File: config.mk
export PLATFORM = sky130hd
export DESIGN_NAME = buzzer_burst_sequencer_top
export DESIGN_NICKNAME = d
export VERILOG_FILES = /design/src/rtl/bbs_pkg.sv /design/src/rtl/buzzer_burst_sequencer_top.sv /design/src/rtl/bbs_csr.sv
export SDC_FILE = /design/constraint.sdc
export NUM_CORES = 1
export LEC_CHECK = 0
export BUFFER_PORTS_ARGS = -buffer_cell sky130_fd_sc_hd__clkbuf_2
export CAP_MARGIN = 5
export CORE_UTILIZATION = 35
export DETAILED_ROUTE_END_ITERATION = 10
export PLACE_DENSITY = 0.58
export SYNTH_ARGS = -nofsm -noshare
export SYNTH_HDL_FRONTEND = slang
export SYNTH_HIERARCHICAL = 1
export SYNTH_SLANG_ARGS = --single-unit
export TNS_END_PERCENT = 10
File: constraint.sdc
create_clock -name clock -period 6.25 [get_ports clock]
set_clock_uncertainty 0.15 [all_clocks]
set_input_delay 0.625 -clock clock [delete_from_list [all_inputs] [get_ports clock]]
set_output_delay 0.625 -clock clock [all_outputs]
set_load 0.03 [all_outputs]
File: src/rtl/bbs_pkg.sv
// ----------------------------------------------------------------------------
// Buzzer burst sequencer package
// Holds the shared types, the request codes and the register map.
// ----------------------------------------------------------------------------
package bbs_pkg;

   localparam int CSR_ADDR_W = 5;
   localparam int CSR_DATA_W = 32;

   localparam logic REQ_TICK  = 1'b0;
   localparam logic REQ_START = 1'b1;

   typedef enum logic [2:0] {
      REG_PULSE_HIGH   = 3'd0,
      REG_PULSE_LOW    = 3'd1,
      REG_PULSES       = 3'd2,
      REG_REPEATS      = 3'd3,
      REG_REPEAT_GAP   = 3'd4,
      REG_MUTE         = 3'd5
   } reg_index_type;

   typedef struct packed {
      logic [15:0] pulse_high_ticks;
      logic [15:0] pulse_low_ticks;
      logic [15:0] pulses_per_burst;
      logic [15:0] burst_repeats;
      logic [15:0] repeat_gap_ticks;
      logic        mute;
   } cfg_type;

endpackage

File: src/rtl/buzzer_burst_sequencer_top.sv
// ----------------------------------------------------------------------------
// Buzzer burst sequencer
// Plays bursts of buzzer pulses with gaps between bursts, and keeps the
// charge indicator.
//
//   Channel  Direction  Handshake                       Payload
//   req      in         req_valid / req_stall           type, portable, charging
//   rsp      out        rsp_valid / rsp_stall           buzzer_on, busy_res, charge_flag
//   csr      in/out     psel / penable / pwrite / pready register writes and reads
//
// Each transfer passes an input register and then a result register before
// its result is presented. One request is taken every cycle while req_stall
// is low. Reset clears the counters, levels and valid flags, but not the
// payload registers. A stalled result holds both stages, and req_stall rises
// only when both are full.
// ----------------------------------------------------------------------------
module buzzer_burst_sequencer_top (
   input  logic                           clock,
   input  logic                           reset,
   input  logic                           req_valid,
   output logic                           req_stall,
   input  logic                           req_type,
   input  logic                           req_portable,
   input  logic                           req_charging,
   output logic                           rsp_valid,
   input  logic                           rsp_stall,
   output logic                           rsp_buzzer_on,
   output logic                           rsp_busy_res,
   output logic                           rsp_charge_flag,
   input  logic                           psel,
   input  logic                           penable,
   input  logic                           pwrite,
   input  logic [bbs_pkg::CSR_ADDR_W-1:0] paddr,
   input  logic [bbs_pkg::CSR_DATA_W-1:0] pwdata,
   output logic [bbs_pkg::CSR_DATA_W-1:0] prdata,
   output logic                           pready
);
   import bbs_pkg::*;

   cfg_type cfg;

   logic        in_valid_ff;
   logic        in_type_ff;
   logic        in_portable_ff;
   logic        in_charging_ff;
   logic        out_valid_ff;
   logic        out_buzzer_ff;
   logic        out_busy_ff;
   logic        out_charge_ff;

   logic [16:0] repeats_ff;
   logic [15:0] pulses_ff;
   logic [15:0] gap_ff;
   logic [16:0] period_ff;
   logic        charge_ff;
   logic        buzzer_ff;

   logic [16:0] repeats_in;
   logic [15:0] pulses_in;
   logic [15:0] gap_in;
   logic [16:0] period_in;
   logic        charge_in;
   logic        buzzer_in;

   logic [16:0] repeats_dec;
   logic [16:0] period_dec;
   logic        advance;
   logic        req_accept;

   bbs_csr u_csr (
      .clock   (clock),
      .reset   (reset),
      .psel    (psel),
      .penable (penable),
      .pwrite  (pwrite),
      .paddr   (paddr),
      .pwdata  (pwdata),
      .prdata  (prdata),
      .pready  (pready),
      .cfg     (cfg)
   );

   assign advance    = in_valid_ff & (~out_valid_ff | ~rsp_stall);
   assign req_stall  = in_valid_ff & ~advance;
   assign req_accept = req_valid & ~req_stall;

   assign repeats_dec = repeats_ff - 17'd1;
   assign period_dec  = period_ff - 17'd1;

   always_comb begin
      repeats_in = repeats_ff;
      pulses_in  = pulses_ff;
      gap_in     = gap_ff;
      period_in  = period_ff;
      charge_in  = charge_ff;
      buzzer_in  = buzzer_ff;
      if (in_type_ff == REQ_START) begin
         repeats_in = {1'b0, cfg.burst_repeats} + 17'd1;
      end else begin
         if ((repeats_ff != '0) && (pulses_ff == '0)) begin
            if (gap_ff == '0) begin
               repeats_in = repeats_dec;
               if (repeats_dec != '0) begin
                  pulses_in = cfg.pulses_per_burst;
                  gap_in    = cfg.repeat_gap_ticks;
               end
            end else begin
               gap_in = gap_ff - 16'd1;
            end
         end
         charge_in = in_charging_ff ? ~charge_ff : 1'b1;
         if (in_portable_ff) begin
            buzzer_in = charge_in;
         end else if (pulses_in != '0) begin
            if (period_ff == '0) begin
               period_in = {1'b0, cfg.pulse_high_ticks} + {1'b0, cfg.pulse_low_ticks};
               pulses_in = pulses_in - 16'd1;
               buzzer_in = 1'b0;
            end else begin
               period_in = period_dec;
               if ((period_dec == {1'b0, cfg.pulse_high_ticks}) && !cfg.mute) begin
                  buzzer_in = 1'b1;
               end
            end
         end else begin
            buzzer_in = 1'b0;
         end
      end
   end

   always_ff @(posedge clock) begin
      if (reset) begin
         in_valid_ff  <= 1'b0;
         out_valid_ff <= 1'b0;
         repeats_ff   <= '0;
         pulses_ff    <= '0;
         gap_ff       <= '0;
         period_ff    <= '0;
         charge_ff    <= 1'b0;
         buzzer_ff    <= 1'b0;
      end else begin
         if (req_accept) begin
            in_valid_ff <= 1'b1;
         end else if (advance) begin
            in_valid_ff <= 1'b0;
         end
         if (advance) begin
            out_valid_ff <= 1'b1;
            repeats_ff   <= repeats_in;
            pulses_ff    <= pulses_in;
            gap_ff       <= gap_in;
            period_ff    <= period_in;
            charge_ff    <= charge_in;
            buzzer_ff    <= buzzer_in;
         end else if (!rsp_stall) begin
            out_valid_ff <= 1'b0;
         end
      end
   end

   always_ff @(posedge clock) begin
      if (req_accept) begin
         in_type_ff     <= req_type;
         in_portable_ff <= req_portable;
         in_charging_ff <= req_charging;
      end
      if (advance) begin
         out_buzzer_ff <= buzzer_in;
         out_busy_ff   <= (repeats_in != '0) | (pulses_in != '0);
         out_charge_ff <= charge_in;
      end
   end

   assign rsp_valid       = out_valid_ff;
   assign rsp_buzzer_on   = out_buzzer_ff;
   assign rsp_busy_res    = out_busy_ff;
   assign rsp_charge_flag = out_charge_ff;

endmodule

File: src/rtl/bbs_csr.sv
// ----------------------------------------------------------------------------
// Buzzer burst sequencer register file
// Holds the six configuration registers behind an APB-style port.
// ----------------------------------------------------------------------------
module bbs_csr (
   input  logic                           clock,
   input  logic                           reset,
   input  logic                           psel,
   input  logic                           penable,
   input  logic                           pwrite,
   input  logic [bbs_pkg::CSR_ADDR_W-1:0] paddr,
   input  logic [bbs_pkg::CSR_DATA_W-1:0] pwdata,
   output logic [bbs_pkg::CSR_DATA_W-1:0] prdata,
   output logic                           pready,
   output bbs_pkg::cfg_type               cfg
);
   import bbs_pkg::*;

   cfg_type       cfg_ff;
   cfg_type       cfg_in;
   reg_index_type index;
   logic          write_en;

   assign index    = reg_index_type'(paddr[CSR_ADDR_W-1:2]);
   assign pready   = 1'b1;
   assign write_en = psel & penable & pwrite;
   assign cfg      = cfg_ff;

   always_comb begin
      cfg_in = cfg_ff;
      if (write_en) begin
         case (index)
            REG_PULSE_HIGH: cfg_in.pulse_high_ticks = pwdata[15:0];
            REG_PULSE_LOW:  cfg_in.pulse_low_ticks  = pwdata[15:0];
            REG_PULSES:     cfg_in.pulses_per_burst = pwdata[15:0];
            REG_REPEATS:    cfg_in.burst_repeats    = pwdata[15:0];
            REG_REPEAT_GAP: cfg_in.repeat_gap_ticks = pwdata[15:0];
            REG_MUTE:       cfg_in.mute             = pwdata[0];
            default:        cfg_in = cfg_ff;
         endcase
      end
   end

   always_comb begin
      case (index)
         REG_PULSE_HIGH: prdata = {16'd0, cfg_ff.pulse_high_ticks};
         REG_PULSE_LOW:  prdata = {16'd0, cfg_ff.pulse_low_ticks};
         REG_PULSES:     prdata = {16'd0, cfg_ff.pulses_per_burst};
         REG_REPEATS:    prdata = {16'd0, cfg_ff.burst_repeats};
         REG_REPEAT_GAP: prdata = {16'd0, cfg_ff.repeat_gap_ticks};
         REG_MUTE:       prdata = {31'd0, cfg_ff.mute};
         default:        prdata = '0;
      endcase
   end

   always_ff @(posedge clock) begin
      if (reset) begin
         cfg_ff <= '0;
      end else begin
         cfg_ff <= cfg_in;
      end
   end

endmodule
* Yosys cells after proc, flatten, opt, wreduce, memory -nomap -nowiden
Cells that the tools add are included. W data, S select, Z words.
Storage, ports and cells: flip-flop bits (word level) 157, word-level logic and storage cells 95, input bits 47, output and inout bits 38
Operators by class: add/subtract/negate cells 6, bitwise operators 14, reduce and logical (&&, ||, !) cells 21, eq/ne operators 8, muxes and demuxes 26
Operators by type and width (count):
- $mux W16 | 10
- $pmux W16 S6 | 1
- $mux W17 | 4
- $reduce_bool A17 Y1 | 3
- $sub A17 B1 Y17 const B | 2
- $logic_not A16 Y1 | 2
- $reduce_bool A16 Y1 | 2
- $sub A16 B1 Y16 const B | 2
- $add A16 B1 Y17 const B | 1
- $add A16 B16 Y17 | 1
- $eq A17 B16 Y1 | 1
- $logic_not A17 Y1 | 1
- $reduce_and A2 Y1 | 6
- $mux W1 | 11
- $reduce_and A4 Y1 | 2
- $not A1 Y1 | 7
- $eq A3 B2 Y1 const B | 2
- $eq A3 B3 Y1 const B | 2
- $and A1 B1 Y1 | 5
- $ne A2 B1 Y1 const B | 2
- $eq A3 B1 Y1 const B | 1
- $logic_not A3 Y1 | 1
- $logic_and A1 B1 Y1 | 2
- $or A1 B1 Y1 | 2
- other kinds (2) | 2

* Longest topological paths before layout
Gate-level depths: netlist (run 1).
word-level depth 13, mapped depth 19, depth with buffers taken out 17

* Hierarchy
Netlist (run 1), hierarchy kept.
Modules (own cells, without submodules):
- buzzer_burst_sequencer_top | times used 1, cells each 899, area an instance 6490.0 µm²
- bbs_csr | times used 1, cells each 400, area an instance 4067.7 µm²

* Worst setup path before layout (run 1)
OpenSTA, ideal clock, no wires.
path kind reg-to-reg, from register pulses_ff[4], to register out_busy_ff (netlist: rsp_busy_res) (data pin), slack 1780 ps, cell stages (with the launch flop) 18, arrival 4054 ps, path buffers 2, path through dfxtp_1 -> buf_2 -> or3_4 -> nor4_4 -> and4_1 -> nand3_1 -> nor2_1 -> clkbuf_1 -> a21oi_1 -> ha_1 -> and4_1 -> o31a_1 -> a211o_1 -> nor4_1 -> xor2_1 -> nand3_1 -> nor4_1 -> a21oi_1
Between the ends: cells in the longest elaborated chain, start to end 11, elaborated cells on any way between the ends 17
Ends and longest elaborated chain:
- start, declared | line buzzer_burst_sequencer_top.sv:52 | logic [15:0] pulses_ff;
- start signal, assigned | line buzzer_burst_sequencer_top.sv:150 | pulses_ff <= pulses_in;
- $logic_not A16 Y1 / $mux W16 (equally long branches) | line buzzer_burst_sequencer_top.sv:100, buzzer_burst_sequencer_top.sv:103
- $logic_and A1 B1 Y1 / $mux W16 (equally long branches) | line buzzer_burst_sequencer_top.sv:100, buzzer_burst_sequencer_top.sv:101
- $mux W16 | line buzzer_burst_sequencer_top.sv:100 | if ((repeats_ff != '0) && (pulses_ff == '0)) begin
- $mux W16 | line buzzer_burst_sequencer_top.sv:97 | if (in_type_ff == REQ_START) begin
- $sub A16 B1 Y16 | line buzzer_burst_sequencer_top.sv:117 | pulses_in = pulses_in - 16'd1;
- $mux W16 | line buzzer_burst_sequencer_top.sv:115 | if (period_ff == '0) begin
- $mux W16 | line buzzer_burst_sequencer_top.sv:114 | end else if (pulses_in != '0) begin
- $mux W16 | line buzzer_burst_sequencer_top.sv:112 | if (in_portable_ff) begin
- $mux W16 | line buzzer_burst_sequencer_top.sv:97
- $reduce_bool A16 Y1 | line buzzer_burst_sequencer_top.sv:169 | out_busy_ff <= (repeats_in != '0) | (pulses_in != '0);
- $or A1 B1 Y1 (*) | line buzzer_burst_sequencer_top.sv:169
- end signal, assigned | line buzzer_burst_sequencer_top.sv:169
- end, declared | line buzzer_burst_sequencer_top.sv:48 | logic out_busy_ff;
Every way passes the cells marked *; elsewhere a longest branch is shown, timed or not. The select of a mux whose other input is x is not followed. A chain may end at the register's enable or synchronous reset.

* Worst setup path after layout (run 1)
from register repeats_ff[0], to register out_busy_ff (netlist: rsp_busy_res) (data pin)
Between the ends: cells in the longest elaborated chain, start to end 13, elaborated cells on any way between the ends 20
Ends and longest elaborated chain:
- start, declared | line buzzer_burst_sequencer_top.sv:51 | logic [16:0] repeats_ff;
- start signal, assigned | line buzzer_burst_sequencer_top.sv:149 | repeats_ff <= repeats_in;
- $sub A17 B1 Y17 | line buzzer_burst_sequencer_top.sv:87 | assign repeats_dec = repeats_ff - 17'd1;
- $reduce_bool A17 Y1 | line buzzer_burst_sequencer_top.sv:103 | if (repeats_dec != '0) begin
- $mux W16 | line buzzer_burst_sequencer_top.sv:103
- $mux W16 | line buzzer_burst_sequencer_top.sv:101 | if (gap_ff == '0) begin
- $mux W16 | line buzzer_burst_sequencer_top.sv:100
- $mux W16 | line buzzer_burst_sequencer_top.sv:97
- $sub A16 B1 Y16 | line buzzer_burst_sequencer_top.sv:117
- $mux W16 | line buzzer_burst_sequencer_top.sv:115
- $mux W16 | line buzzer_burst_sequencer_top.sv:114
- $mux W16 | line buzzer_burst_sequencer_top.sv:112
- $mux W16 | line buzzer_burst_sequencer_top.sv:97
- $reduce_bool A16 Y1 | line buzzer_burst_sequencer_top.sv:169
- $or A1 B1 Y1 (*) | line buzzer_burst_sequencer_top.sv:169
Marked as above.

==> results of run 1 <==
[layout by cell type, fill, tap and decap left out, types with 9 or more instances in the layout]
| cell | Yosys | layout |
|---|---|---|
| a211oi_1 | 13 | 13 |
| a21oi_1 | 74 | 74 |
| a22oi_1 | 23 | 23 |
| buf_4 | 21 | 10 |
| clkbuf_16 | 0 | 17 |
| clkbuf_2 | 0 | 48 |
| conb_1 | 2 | 17 |
| dfxtp_1 | 151 | 151 |
| ha_1 | 24 | 24 |
| inv_1 | 20 | 20 |
| mux2_2 | 29 | 29 |
| mux2i_1 | 87 | 87 |
| nand2_1 | 110 | 110 |
| nand2b_1 | 106 | 106 |
| nand3_1 | 40 | 40 |
| nand4_1 | 22 | 22 |
| nor2_1 | 104 | 104 |
| nor2b_1 | 13 | 13 |
| nor3_1 | 47 | 47 |
| nor4_1 | 29 | 29 |
| o211ai_1 | 10 | 10 |
| o21ai_0 | 59 | 59 |
| o21ai_1 | 9 | 9 |
| o31ai_1 | 11 | 11 |
| or3_1 | 20 | 20 |
| xnor2_1 | 40 | 40 |
| xor2_1 | 25 | 25 |
[critical path, stage by stage, from the launching register on]
cell and delay [ns]:
dfxtp_1 0.48, inv_1 0.11, ha_1 0.28, nand2b_1 0.27, a2111oi_0 0.17, o32ai_1 0.43, and4_1 0.34, nor2_1 0.10
a21oi_1 0.40, ha_1 0.32, nand4b_1 0.25, a211o_1 0.40, nor4_1 0.41, xor2_1 0.23, nand3_1 0.10, nor4_1 0.39
a21oi_1 0.12
[final timing paths]
kind	startpoint	end	cells past startpoint
max	repeats_ff[0]$_SDFFE_PP0P_	rsp_busy_res$_DFFE_PP_	16
max reg2reg	repeats_ff[0]$_SDFFE_PP0P_	rsp_busy_res$_DFFE_PP_	16
min	req_charging	in_charging_ff$_DFFE_PP_	1
min reg2reg	repeats_ff[7]$_SDFFE_PP0P_	repeats_ff[7]$_SDFFE_PP0P_	2
[power breakdown]
group / switching, W / internal, W
Sequential: 0.0000395 / 0.00103
Combinational: 0.000618 / 0.000316
Clock: 0.000501 / 0.000532
[metal layers]
layer,global-route usage (%),wire length [um]
met1,28.10,15050
met2,33.73,14860
met3,2.359,1261
met4,6.123,630
met5,0,0
[flip-flops by register name, indices dropped and copies added, names as in the netlist, 16 cells and up]
name / count
gap_ff: 16
period_ff: 17
pulses_ff: 16
repeats_ff: 17
u_csr/cfg: 81
[logic make-up (layout without fill, tap and decap cells)]
| family | after synthesis | in the layout | share of synthesized area [%] |
|---|---|---|---|
| xor+xnor | 65 | 65 | 5.392 |
| fa+ha+maj | 25 | 25 | 3.034 |
| other cells | 2 | 17 | 0.07113 |
| mux | 117 | 117 | 11.45 |
| buf+inv | 109 | 111 | 5.155 |
| simple gates | 561 | 561 | 28.53 |
| flops | 157 | 157 | 30.34 |
| compound gates | 263 | 263 | 16.03 |
[area by class of cell]
| class | count | area (um2) |
|---|---|---|
| multi-input cells | 1048 | 6867 |
| clock inverters | 14 | 140.1 |
| fillers | 3066 | 18120 |
| clock buffers | 18 | 429.2 |
| repair buffers | 58 | 315.3 |
| flip-flops and latches | 157 | 3203 |
| inverters | 21 | 78.83 |
| well taps | 390 | 488.0 |
[through the flow]
stage	instance area, um2	cells	power [W]	util [%]
floorplan	10610	1314	0.001788	-
global placement	10950	1674	0.002015	36.95
detailed placement	10950	1674	0.002019	36.95
CTS	11520	1706	0.003050	38.87
global route	11520	1706	0.003202	38.87
finish	11520	1706	0.003040	38.87
==> metrics.md, run 1 <==
| Metric | Value |
|---|---|
| Clk_lat worst skew | `0.44 ns` |
| Critical Path Fanout Max | `7` |
| Clock-pin slew on the worst setup and hold paths | `0.07 ns` |
| Top_reg_cell synth | `dfxtp_1` |
| All-layer global routing usage | `a little over 20%` |
| Nets | `1,375` |
| CTS tree | `built` |
| PD cells | `263.9 nW/um2` |
| Worst min path class | `input port to flip-flop` |
| HPWL Detailed | `23.28 mm` |
| Die Span Y | `175.7 um` |
| Wire per inst | `18.64 um` |
| DR vias | `9,524` |
| CP Data Arrival Time | `5.25 ns` |
| Synth cell types | `85` |
| Final wirelength | `31.80 mm` |
| I/O Pins | `85` |
| Share of cells above drive strength 1 | `11.17%` |
| First-pass GRT wire length | `between 40 and 50 mm` |
| Most common library cells after synthesis | `dfxtp_1, nand2_1, nand2b_1` |
| Port buffer count | `slightly below 50` |
| Status | `completed` |
| GR Overflow Total | `0` |
| Leak pwr | `4.618 nW` |
| Clock tree buffer depth | `2` |
| Max Cap Violations | `0` |
| Mapped Cells | `~1.3k` |
| Worst slew pin tran | `1.097 ns` |
| Pre-CTS setup slack | `1.169 ns` |
| Post-Route Setup TNS | `0 ns` |
| Root Buffer | `clkbuf_16` |
| Final GP Congestion | `0.9522` |
| Clock sink count | `157` |
| Post-CTS Setup Inserts | `0` |
| Final hold viol count | `0` |
| Post-synth top area cell | `dfxtp_1` |
| Vias in the first global route | `8,756` |
| Post_cts resized | `0` |
| Core area | `29,640 um2` |
| Top cells by area, synth | `dfxtp_1, mux2i_1, nand2b_1` |
| Initial Util | `35.62%` |
| Setup WS post-layout | `a little over 1 ns` |
| Synthesis-to-finish area growth | `9.125%` |
| Via/cell ratio | `between 5 and 6` |
| Final Setup Violations | `0` |
| Post-synth EDFFs | `6` |
| Top cell type's share of synthesized area | `roughly 29%` |
| Number of buffers created by CTS | `17` |
| DIE WIDTH | `between 150 and 200 um` |
| Inserted Diodes | `0` |
| Starting DRT DRC Count | `657` |
| Asr flop ratio synth | `0%` |
| Post-CTS Hold Fix Bufs | `0` |
| Yosys warns | `6` |
| Slew headroom | `26.88%` |
| Synthesis-stage register bit count | `157` |
| Post-DRT Antenna Nets | `0` |
| Fin Hold WS | `0.2194 ns` |
| Largest net degree at the start of global routing | `slightly below 100` |
| Type of the worst setup path | `flip-flop to flip-flop` |
| Die footprint | `30,860 um2` |
| Avg Cell Area, Syn | `8.128 um2` |
| Final slew viol count | `0` |
| Startpoint types | `flip-flop` |
| Most common cell in the synthesized netlist | `dfxtp_1` |
| Pre-Repair DR Iteration Count | `7` |
| R2r setup slk | `between 1 and 1.5 ns` |
| Seq/Total Area, Yosys | `30.34%` |
| Fmax | `191.2 MHz` |
| Tmin final | `5.229 ns` |
| Clock H-tree levels | `4` |
| CP required | `about 6.3 ns` |
| Post-synthesis instance area | `10,560 um2` |
| Crit share post-route | `around 84%` |
| VDD IR max | `0.1457 mV` |
| Initial antenna violation count | `0` |
| Standard-cell rows | `63` |
| RSZ-0062 raised after global routing | `false` |
| CP endpoint kind | `flip-flop` |
| Post-route DRC | `0` |
Power figures use the tool's default switching activity.
==> inputs of run 2 (changes only) <==
--- a/config.mk
+++ b/config.mk
@@ -9,7 +9,7 @@
 export CAP_MARGIN = 5
 export CORE_UTILIZATION = 35
 export DETAILED_ROUTE_END_ITERATION = 10
-export PLACE_DENSITY = 0.58
+export PLACE_DENSITY = 0.6
 export SYNTH_ARGS = -nofsm -noshare
 export SYNTH_HDL_FRONTEND = slang
 export SYNTH_HIERARCHICAL = 1
==> constraint.sdc (replaced) <==
create_clock -name clock -period 4.8 [get_ports clock]
set_clock_uncertainty 0.15 [all_clocks]
set_input_delay 0.48 -clock clock [delete_from_list [all_inputs] [get_ports clock]]
set_output_delay 0.48 -clock clock [all_outputs]
set_load 0.03 [all_outputs]
==> run 2 against run 1 <==
  * Register-to-register slack worse by 0.74 ns
  * Non-clock buffer count up 31
  * Sequential power up 30%
  * Via count up 3.0%
  * Total power up 34%
  * Clock power up 31%
  * Die area unchanged
  * Flip-flop and latch count unchanged
  * Critical path type unchanged
  * Critical endpoint unchanged
  * Highest routed layer is now met5
==> metrics.md, run 2 (synthesized netlist as in run 1, its figures left out) <==
| Metric | Value |
|---|---|
| Status | `completed` |
| Max Cap Violations | `0 (unchanged)` |
| Clock-pin slew on the worst setup and hold paths | `0.07 ns (about the same)` |
| First-pass GRT wire length | `51.29 mm (+2.7%)` |
| CP endpoint kind | `flip-flop` |
| Cell Count, Final, Fillers Out | `1,737 (+1.8%)` |
| Vias in the first global route | `9,318 (+6.4%)` |
| Standard-cell rows | `63 (unchanged)` |
| Synthesis-to-finish area growth | `11.54%` |
| CTS tree | `built` |
| Critical Path Fanout Max | `8 (+1)` |
| Final hold viol count | `0 (unchanged)` |
| Root Buffer | `clkbuf_16` |
| Pre-Repair DR Iteration Count | `5 (-2)` |
| Worst min path class | `input port to flip-flop` |
| CP Data Arrival Time | `4.54 ns (-0.71 ns)` |
| DR vias | `9,811 (+3.0%)` |
| Worst hold start | `req_portable` |
| Port buffer count | `49 (unchanged)` |
| Startpoint types | `flip-flop` |
| I/O Pins | `85 (unchanged)` |
| Inserted Diodes | `0 (unchanged)` |
| Clk_lat worst skew | `0.44 ns (about the same)` |
| Tmin final | `4.517 ns (-0.7119 ns)` |
| Type of the worst setup path | `flip-flop to flip-flop` |
| Total power | `0.004074 W (+34%)` |
| Final wirelength | `32.02 mm (+0.70%)` |
| Share of cells above drive strength 1 | `13.44% (+2.3 points)` |
| Fmax | `221.4 MHz (+16%)` |
| Most common cell after layout, fill and taps aside | `dfxtp_1` |
| Wire per inst | `18.44 um (-1.1%)` |
| Largest net degree at the start of global routing | `85 (-14%)` |
| All-layer global routing usage | `21.07% (+0.52 points)` |
| Core area | `29,640 um2 (unchanged)` |
| Post-DRT Antenna Nets | `0 (unchanged)` |
| Post-route DRC | `0 (unchanged)` |
| Crit share post-route | `94.11% (+10 points)` |
| Post-DP Area | `11,180 um2 (+2.1%)` |
| Worst slew pin tran | `1.074 ns (-0.02257 ns)` |
| Max reg flops | `81 (unchanged)` |
| Post-Route Setup TNS | `0 ns (unchanged)` |
| CP required | `4.82 ns (-1.45 ns)` |
| Final slew viol count | `0 (unchanged)` |
| Final instance area | `11,780 um2 (+2.2%)` |
| HPWL Detailed | `23.67 mm (+1.7%)` |
| Placed insts | `1,705 (+1.9%)` |
| VDD IR max | `0.2133 mV (+46%)` |
| RSZ-0062 raised after global routing | `false` |
| Clock H-tree levels | `4 (unchanged)` |
| Pre-CTS setup slack | `0.2617 ns (-0.9073 ns)` |
| Via/cell ratio | `5.648 (+1.2%)` |
| DIE WIDTH | `175.7 um (unchanged)` |
| Post-CTS Hold Fix Bufs | `0 (unchanged)` |
| Slew headroom | `28.38% (+1.5 points)` |
| Setup WS post-layout | `0.2829 ns (-0.7381 ns)` |
| PD cells | `345.9 nW/um2 (+31%)` |
| Reg-to-reg critical path startpoint | `repeats_ff[8]$_SDFFE_PP0P_` |
| Final Setup Violations | `0 (unchanged)` |
| Nets | `1,406 (+2.3%)` |
| CP Launch Point | `repeats_ff[8]$_SDFFE_PP0P_` |
| Initial antenna violation count | `1 (+1)` |
| Clock tree buffer depth | `2 (unchanged)` |
| Final GP Congestion | `0.9115 (-4.3%)` |
| Initial Util | `35.62% (unchanged)` |
| Die Span Y | `175.7 um (unchanged)` |
| Leak pwr | `4.778 nW (+3.5%)` |
| GR Overflow Total | `0 (unchanged)` |
| Most frequent cells in the layout | `dfxtp_1, nand2_1, nand2b_1` |
| Clock sink count | `157 (unchanged)` |
| Number of buffers created by CTS | `17 (unchanged)` |
| Starting DRT DRC Count | `668 (+1.7%)` |
| Die footprint | `30,860 um2 (unchanged)` |
-- run 2: cell types whose count changed in the layout (fill, tap and decap cells not counted), sizes merged --
cell / change
clkinvlp: -1
clkinv: +1
buf: +31
-- run 2: layout make-up --
| class | count | area [um2] |
|---|---|---|
| fillers | 3068 | 17860 |
| inverters | 21 | 78.83 |
| clock inverters | 14 | 145.1 |
| multi-input cells | 1048 | 6884 |
| repair buffers | 89 | 548.0 |
| well taps | 390 | 488.0 |
| flip-flops and latches | 157 | 3203 |
| clock buffers | 18 | 429.2 |
-- run 2: worst max-delay path: stages, from the launching register on --
cell and delay, ns:
dfxtp_1 0.39, or4_4 0.62, nor4_4 0.30, xnor2_1 0.19
and4_1 0.31, nor2_1 0.11, a21oi_1 0.19, buf_4 0.16
ha_1 0.23, nand4b_1 0.15, buf_4 0.20, a211oi_4 0.30
o2111ai_1 0.17, a32oi_1 0.27, nand4_1 0.18, nor4_2 0.24
a21oi_1 0.11
-- run 2: worst paths after layout --
| check | endpoint | slack, ns | cells past startpoint |
|---|---|---|---|
| setup / recovery | rsp_busy_res$_DFFE_PP_ | 0.28 | 16 |
| hold / removal | in_portable_ff$_DFFE_PP_ | 0.08 | 1 |
| setup reg to reg | rsp_busy_res$_DFFE_PP_ | 0.28 | 16 |
| hold reg to reg | charge_ff$_SDFFE_PP0P_ | 0.34 | 2 |
-- run 2: power breakdown --
group | leakage, nW | switching, W | internal, W
Sequential | 1.27 | 0.0000456 | 0.00135
Clock | 0.281 | 0.000658 | 0.000695
Combinational | 3.22 | 0.000846 | 0.000482
Total | 4.78 | 0.00155 | 0.00252
-- run 2: repair_timing --
| item | 4_1_cts | 5_1_grt |
|---|---|---|
| setup buffers | 0 | 0 |
| endpoints found under the hold margin | 0 | 0 |
| endpoints found under the setup margin | 0 | 1 |
| resized for setup | 0 | 3 |
-- run 2: per-layer routing --
| layer | share of wire (%) | vias to the layer above | track usage, % |
|---|---|---|---|
| li1 | - | 4753 | - |
| met2 | 46 | 339 | 34.42 |
| met1 | 45 | 4654 | 27.73 |
| met4 | 3.3 | 2 | 8.696 |
| met5 | 0.056 | - | 0 |
| met3 | 5.2 | 63 | 2.922 |
-- run 2: metrics by stage --
stage,hold slack [ns],utilization [%]
after floorplan,0.3007,-
after global placement,0.3114,37.74
after detailed placement,0.3285,37.74
after CTS,0.05937,39.67
after global routing,0.05705,39.73
final,0.07532,39.73
